$ cat src/hdl/fcrd_pkg.sv
package fcrd_pkg;

    localparam int PIXEL_W   = 24;
    localparam int ROW_NUM_W = 9;
    localparam int CFG_W     = 10;
    localparam int CFG_IDX_W = 2;

    localparam logic [CFG_IDX_W-1:0] REG_FRAME_WIDTH  = 2'd0;
    localparam logic [CFG_IDX_W-1:0] REG_FRAME_HEIGHT = 2'd1;

    typedef enum logic [1:0] {
        S_IDLE,
        S_CMP,
        S_CLR
    } t_state;

    typedef struct packed {
        logic cfg_wr;
        logic load;
        logic clr_start;
        logic pix_step;
        logic clr_step;
    } t_cmd;

    typedef struct packed {
        logic col_last;
        logic pix_emit;
        logic out_free;
    } t_status;

endpackage

$ cat src/hdl/fcrd_ctrl.sv
module fcrd_ctrl (
    input  logic              i_clk,
    input  logic              i_rst_n,
    input  logic              i_in_valid,
    input  logic              i_row_absent,
    output logic              o_in_ready,
    input  logic              i_cfg_valid,
    output logic              o_cfg_ready,
    input  fcrd_pkg::t_status i_status,
    output fcrd_pkg::t_cmd    o_cmd
);
    import fcrd_pkg::*;

    t_state r_state;
    t_state n_state;

    always_ff @(posedge i_clk) begin
        if (!i_rst_n) begin
            r_state <= S_IDLE;
        end else begin
            r_state <= n_state;
        end
    end

    always_comb begin
        n_state     = r_state;
        o_cmd       = '0;
        o_in_ready  = 1'b0;
        o_cfg_ready = 1'b0;
        case (r_state)
            S_IDLE: begin
                o_cfg_ready  = 1'b1;
                o_in_ready   = !i_cfg_valid;
                o_cmd.cfg_wr = i_cfg_valid;
                if (i_in_valid && !i_cfg_valid) begin
                    if (i_row_absent) begin
                        o_cmd.clr_start = 1'b1;
                        n_state         = S_CLR;
                    end else begin
                        o_cmd.load = 1'b1;
                        n_state    = S_CMP;
                    end
                end
            end
            S_CMP: begin
                if (!i_status.pix_emit || i_status.out_free) begin
                    o_cmd.pix_step = 1'b1;
                    n_state        = S_IDLE;
                end
            end
            S_CLR: begin
                if (!i_status.col_last || i_status.out_free) begin
                    o_cmd.clr_step = 1'b1;
                    if (i_status.col_last) begin
                        n_state = S_IDLE;
                    end
                end
            end
            default: begin
                n_state = S_IDLE;
            end
        endcase
    end

endmodule

$ cat config.mk
export PLATFORM = sky130hd
export DESIGN_NAME = fcrd_ctrl
export DESIGN_NICKNAME = d
export VERILOG_FILES = /design/src/hdl/fcrd_pkg.sv /design/src/hdl/fcrd_ctrl.sv
export SDC_FILE = /design/constraint.sdc
export NUM_CORES = 1
export LEC_CHECK = 0
export BUFFER_PORTS_ARGS = -buffer_cell sky130_fd_sc_hd__buf_4
export CAP_MARGIN = 40
export CORE_AREA = 2 2 39 41
export DETAILED_ROUTE_END_ITERATION = 12
export DIE_AREA = 0 0 41 43
export PLACE_DENSITY = 0.38
export SLEW_MARGIN = 40
export SYNTH_ARGS = -nofsm -noshare
export SYNTH_HDL_FRONTEND = slang
export SYNTH_SLANG_ARGS = --single-unit
$ cat constraint.sdc
create_clock -name i_clk -period 1.08 [get_ports i_clk]
set_input_delay 0.216 -clock i_clk [delete_from_list [all_inputs] [get_ports i_clk]]
set_output_delay 0.216 -clock i_clk [all_outputs]
set_load 0.05 [all_outputs]
==> flow_summary.toml, run 1 <==
[run_status]
outcome = "finished, violations left"
violations = "negative setup slack"

[critical_path]
crit_path_start_kind = "register"
critical_path.max_fanout = 4
endpoint_kind = "primary output"
cp_slowest_cell = "dfxtp_4"
worstReg2RegStart = "r_state[1]"
crit_top_cell = "buf_6"
crit_path_max_incr_delay_ps = 350
worstPathCellList = "buf_6 -> nor3_4 -> buf_6"
critPathArrivalTime_ps = 1080
r2r_cells = 4
worstSetupPathType = "reg2out"
crit_required_ps = 860
reg2reg_slack_ps = -10
worstReg2RegEnd = "r_state[0]"

[global_route]
grtUsageTotal_pct = 9.23
grt-ovfl-total = 0
grt_max_degree = 5
grt_pass1_vias = 253
grt_pass1_wl_um = 1100
antenna_found_initial = 0

[min_path]
hp-class = "in2reg"
whs_path_depth = 2
min_to = "r_state[0]"
hold_start = "i_rst_n"

[clock_tree]
clock_latency_ps = 230
path_clk_slew_ps = 40
ctsHoldBuffers = 0
root_buffer = "clkbuf_4"
cts_buffer_depth = 2
cts_sinks = 2
tritoncts = "done"
cts_made_buffers = 3
h-tree-depth = 1

[finish]
final_cell_mix = "buf_4, buf_6, nor3_4, clkbuf_4, buf_8"
areaGrowthSynthToFinish_pct = 195
n_fill_cell = 155
final_cells = 65
mostFrequentLayoutCell = "buf_4"
drive_gt1_share_pct = 85.7
multi_input_area_um2 = 188
regMostFlops = "r_state"
fin_area_um2 = 543
final_util_pct = 39.2
seqCellArea_um2 = 47.5
finalNetCount = 58
largest_register_ffs = 2
reg_top3 = "r_state x2"
antennaDiodeCount = 0

[detailed_routing]
final_antenna_net_count = 0
top_layer = "met3"
drt-met1-wl_um = 288
vias = 257
firstDrtPassIters = 2
drtIter0Drc = 3
wl_per_cell_um = 11.3
drc = 0
routed-wl-met3_um = 22
viasPerCell = 3.95
wl_met2_um = 423
routed_wl_um = 733

[place]
dp.cells = 58
dp_slack_ps = -23.5
place.gp.congestion = 0.694
port_buffers = 14
dpl_cell_area_um2 = 405

[sta]
slew_viol_final = 0
hold-worst-slack_ps = 224
rsz0062_at_grt = "true"
fin_skew_ps = 6.07
finalHoldViolCount = 0
maxSlewHeadroom_pct = 85.4
fin_crit_sh_pct = 120
fmax_ghz = 0.773
setup_ws_ps = -214
fin_crit_ps = 1290
tightest_slew_ps = 218
setup_viol = 8
fin_tns_setup_ps = -1150

[synthesis]
ys_ff_latch = 2
yosysUniqueCellTypes = 16
netlist_area_um2 = 184
synth_top_area_share_pct = 21.8
synth-seq-area-share_pct = 21.8
yosysWarnings = 0
syn_avg_cell_area_um2 = 9.20
netlist_instances = 20
yosys.area.top_type = "dfxtp_1"
yosys-top-cells-area = "dfxtp_1, nor4b_4, nor3_1"
synth_nets = 28

[die]
io_pins = 15
die_area_um2 = 1760
die_y_um = 43
start_util_pct = 13.3
coreArea_um2 = 1380
die_w_um = 41
rows = 14

[power]
internal_power_uw = 325
p_seq_share_pct = 16.7
comb_power_share_pct = 45.0
p_sw_uw = 163
powerDensity_nw_per_um2 = 899
p_leak_nw = 0.249
power.total_uw = 488
clock_power_share_pct = 38.3
peakVddDrop_mv = 0.666
power.share.switching_pct = 33.4

[job]
cap_violations = 0
-- how the worst max path moves through the flow --
stage | startpoint | to | slack, ps | cells past startpoint
after global placement | r_state[1] | o_cmd[4] | -40 | 3
after CTS | r_state[1] | o_cmd[3] | -220 | 3
after global routing | r_state[1] | o_cmd[4] | -260 | 3
after detailed placement | r_state[1] | o_in_ready | -20 | 3
after floorplan | r_state[1] | o_cmd[3] | -250 | 3
final | r_state[1] | o_cmd[4] | -210 | 3
-- what timing repair did --
| action | CTS | global route |
|---|---|---|
| hold endpoints to repair | 0 | 0 |
| resized for setup | 17 | 5 |
| buffers inserted | 4 | 1 |
| pin swaps | 8 | 4 |
| endpoints found under the setup margin | 7 | 8 |
-- area by class of cell --
cell class | count | area share, %
clock buffers | 4 | 4.84
inverters | 2 | 1.84
multi-input cells | 15 | 34.6
flip-flops and latches | 2 | 8.76
well taps | 16 | 3.69
repair buffers | 26 | 46.3
-- routing by layer --
layer	vias up	GRT usage, %
met4	0	2.00
met1	119	10.6
met5	-	0
li1	134	-
met2	4	14.7
met3	0	4.71
-- cell families after synthesis --
logic type | count (synthesis) | synth area share [%]
simple gates | 13 | 55.8
buf+inv | 3 | 10.2
flops | 2 | 21.8
compound gates | 2 | 12.2
-- power by group through the flow --
| stage | Combinational, mW | Clock [mW] | Sequential, mW |
|---|---|---|---|
| 2_1_floorplan | 0.0998 | 0 | 0.0815 |
| 3_3_place_gp | 0.172 | 0 | 0.0829 |
| 4_1_cts | 0.209 | 0.199 | 0.0814 |
| 3_5_place_dp | 0.173 | 0 | 0.0824 |
| 5_1_grt | 0.229 | 0.210 | 0.0825 |
| 6_report | 0.220 | 0.187 | 0.0815 |
-- cell usage after synthesis (all sizes together) --
cell / count
nand2b: 1
nand3: 1
a32o: 1
o2111a: 1
nor2: 1
and2: 1
and3: 1
nor2b: 1
nor4b: 1
dfxtp: 2
and4b: 1
buf: 1
nor3: 3
and3b: 1
nor4bb: 1
inv: 2
-- critical path: cells and delay by family (launching register included) --
kind	cells	cell delay, ps
flip-flops	1	350
buffers and inverters	2	310
AND/OR/NAND/NOR	1	190
No activity file was read; power rests on OpenSTA's default activity.
==> run 2, diff against run 1 <==
--- a/config.mk
+++ b/config.mk
@@ -11,6 +11,7 @@
 export DETAILED_ROUTE_END_ITERATION = 12
 export DIE_AREA = 0 0 41 43
 export PLACE_DENSITY = 0.38
+export SKIP_LAST_GASP = 1
 export SLEW_MARGIN = 40
 export SYNTH_ARGS = -nofsm -noshare
 export SYNTH_HDL_FRONTEND = slang
==> flow_summary.toml, run 2 (synthesized netlist as in run 1, its figures left out) <==
[finish]
finalNetCount = 58
n_fill_cell = 161
antennaDiodeCount = 0
regMostFlops = "r_state"
drive_gt1_share_pct = 85.7
final_cell_mix = "buf_4, buf_6, nor3_4, clkbuf_4, buf_8"
final_cells = 65
mostFrequentLayoutCell = "buf_4"
largest_register_ffs = 2
areaGrowthSynthToFinish_pct = 186
reg_top3 = "r_state x2"
fin_area_um2 = 527

[detailed_routing]
firstDrtPassIters = 1
viasPerCell = 3.91
vias = 254
routed_wl_um = 670
wl_per_cell_um = 10.3
drtIter0Drc = 0
drc = 0
final_antenna_net_count = 0

[critical_path]
crit_required_ps = 860
cp_slowest_cell = "dfxtp_4"
critical-path-top-delay-family = "simple AND/OR/NAND/NOR gates"
worstReg2RegEnd = "r_state[0]"
crit_path_start_kind = "register"
crit_path_end = "o_cmd[3]"
cp.buffers_inverters = 1
reg2reg_slack_ps = -30
worstReg2RegStart = "r_state[0]"
endpoint_kind = "primary output"
r2r_cells = 4
critPathArrivalTime_ps = 1070
worstPathCellList = "nor2_4 -> and4b_4 -> buf_8"
crit_start = "r_state[1]"
cp.depth = 3
worstSetupPathType = "reg2out"
crit_path_max_incr_delay_ps = 350
critical_path.max_fanout = 4

[sta]
rsz0062_at_grt = "true"
fin_skew_ps = 6.12
fmax_ghz = 0.777
setup_ws_ps = -206
setup_viol = 8
fin_crit_sh_pct = 119
finalHoldViolCount = 0
maxSlewHeadroom_pct = 86.0
fin_crit_ps = 1290
tightest_slew_ps = 207
hold-worst-slack_ps = 229
slew_viol_final = 0

[global_route]
grt-ovfl-total = 0
grtUsageTotal_pct = 8.83
grt_pass1_wl_um = 1070
grt_pass1_vias = 261
antenna_found_initial = 0
grt_max_degree = 5

[power]
powerDensity_nw_per_um2 = 910
p_leak_nw = 0.246
peakVddDrop_mv = 0.635

[clock_tree]
ctsHoldBuffers = 0
clock_latency_ps = 230
path_clk_slew_ps = 40
cts_sinks = 2
h-tree-depth = 1
cts_made_buffers = 3
tritoncts = "done"
cts_buffer_depth = 2
root_buffer = "clkbuf_4"

[run_status]
violations = "negative setup slack"
outcome = "finished, violations left"

[min_path]
whs_path_depth = 2
hold_start = "i_rst_n"
hp-class = "in2reg"

[die]
io_pins = 15
die_w_um = 41
die_area_um2 = 1760
coreArea_um2 = 1380
start_util_pct = 13.3
rows = 14
die_y_um = 43

[place]
dp.cells = 58
place.gp.congestion = 0.694
dpl_cell_area_um2 = 405
port_buffers = 14

[job]
cap_violations = 0
[run 2: area by class of cell]
class | instances | area (um^2) | area share [%]
multi-input combinational | 15 | 179 | 34.0
timing repair buffer | 26 | 244 | 46.3
clock buffer | 4 | 26.3 | 4.99
inverter | 2 | 10.0 | 1.90
tap | 16 | 20.0 | 3.80
sequential | 2 | 47.5 | 9.03
[run 2: repair_timing]
item / 4_1_cts / 5_1_grt
gates resized for setup: 16 / 3
endpoints found under the setup margin: 7 / 8
cloned: 0 / 0
pin swaps: 5 / 2
buffers inserted: 4 / 1
[run 2: worst reg2reg max path: cells and delay by family, from the launching register on]
kind                   cells  cell delay [ps]
buffers and inverters      2              260
AND/OR/NAND/NOR            1              230
flip-flops                 1              360
AO/OA/AOI/OAI              1              190
[run 2: worst min path at each step]
stage,slack (ps),end
global placement,460,r_state[0]
detailed placement,470,r_state[0]
CTS,220,r_state[0]
finish,230,r_state[0]
global route,230,r_state[0]
floorplan,340,r_state[0]
[run 2: stage by stage]
step | setup TNS, ps | worst slack [ps] | utilization, % | total power [mW]
global placement | -117 | -43.1 | 29.3 | 0.255
finish | -1120 | -206 | 38.1 | 0.479
global route | -1470 | -246 | 38.1 | 0.514
floorplan | -991 | -247 | - | 0.181
CTS | -1260 | -220 | 37.3 | 0.489
detailed placement | -82.2 | -23.5 | 29.3 | 0.256
[run 2: where the power goes]
part	internal [mW]	total (mW)	switching (mW)	leakage [nW]
Clock	0.138	0.186	0.0487	0.0150
Combinational	0.108	0.212	0.104	0.213
Sequential	0.0752	0.0813	0.00618	0.0178
Total	0.321	0.479	0.158	0.246
[run 2: metal layers]
layer / vias up / part of all wire [%] / GRT usage [%]
li1: 134 / - / -
met1: 116 / 42 / 10.9
met2: 4 / 54 / 13.1
met3: 0 / 3.4 / 4.71
met4: 0 / 0 / 2.00
met5: - / 0 / 0
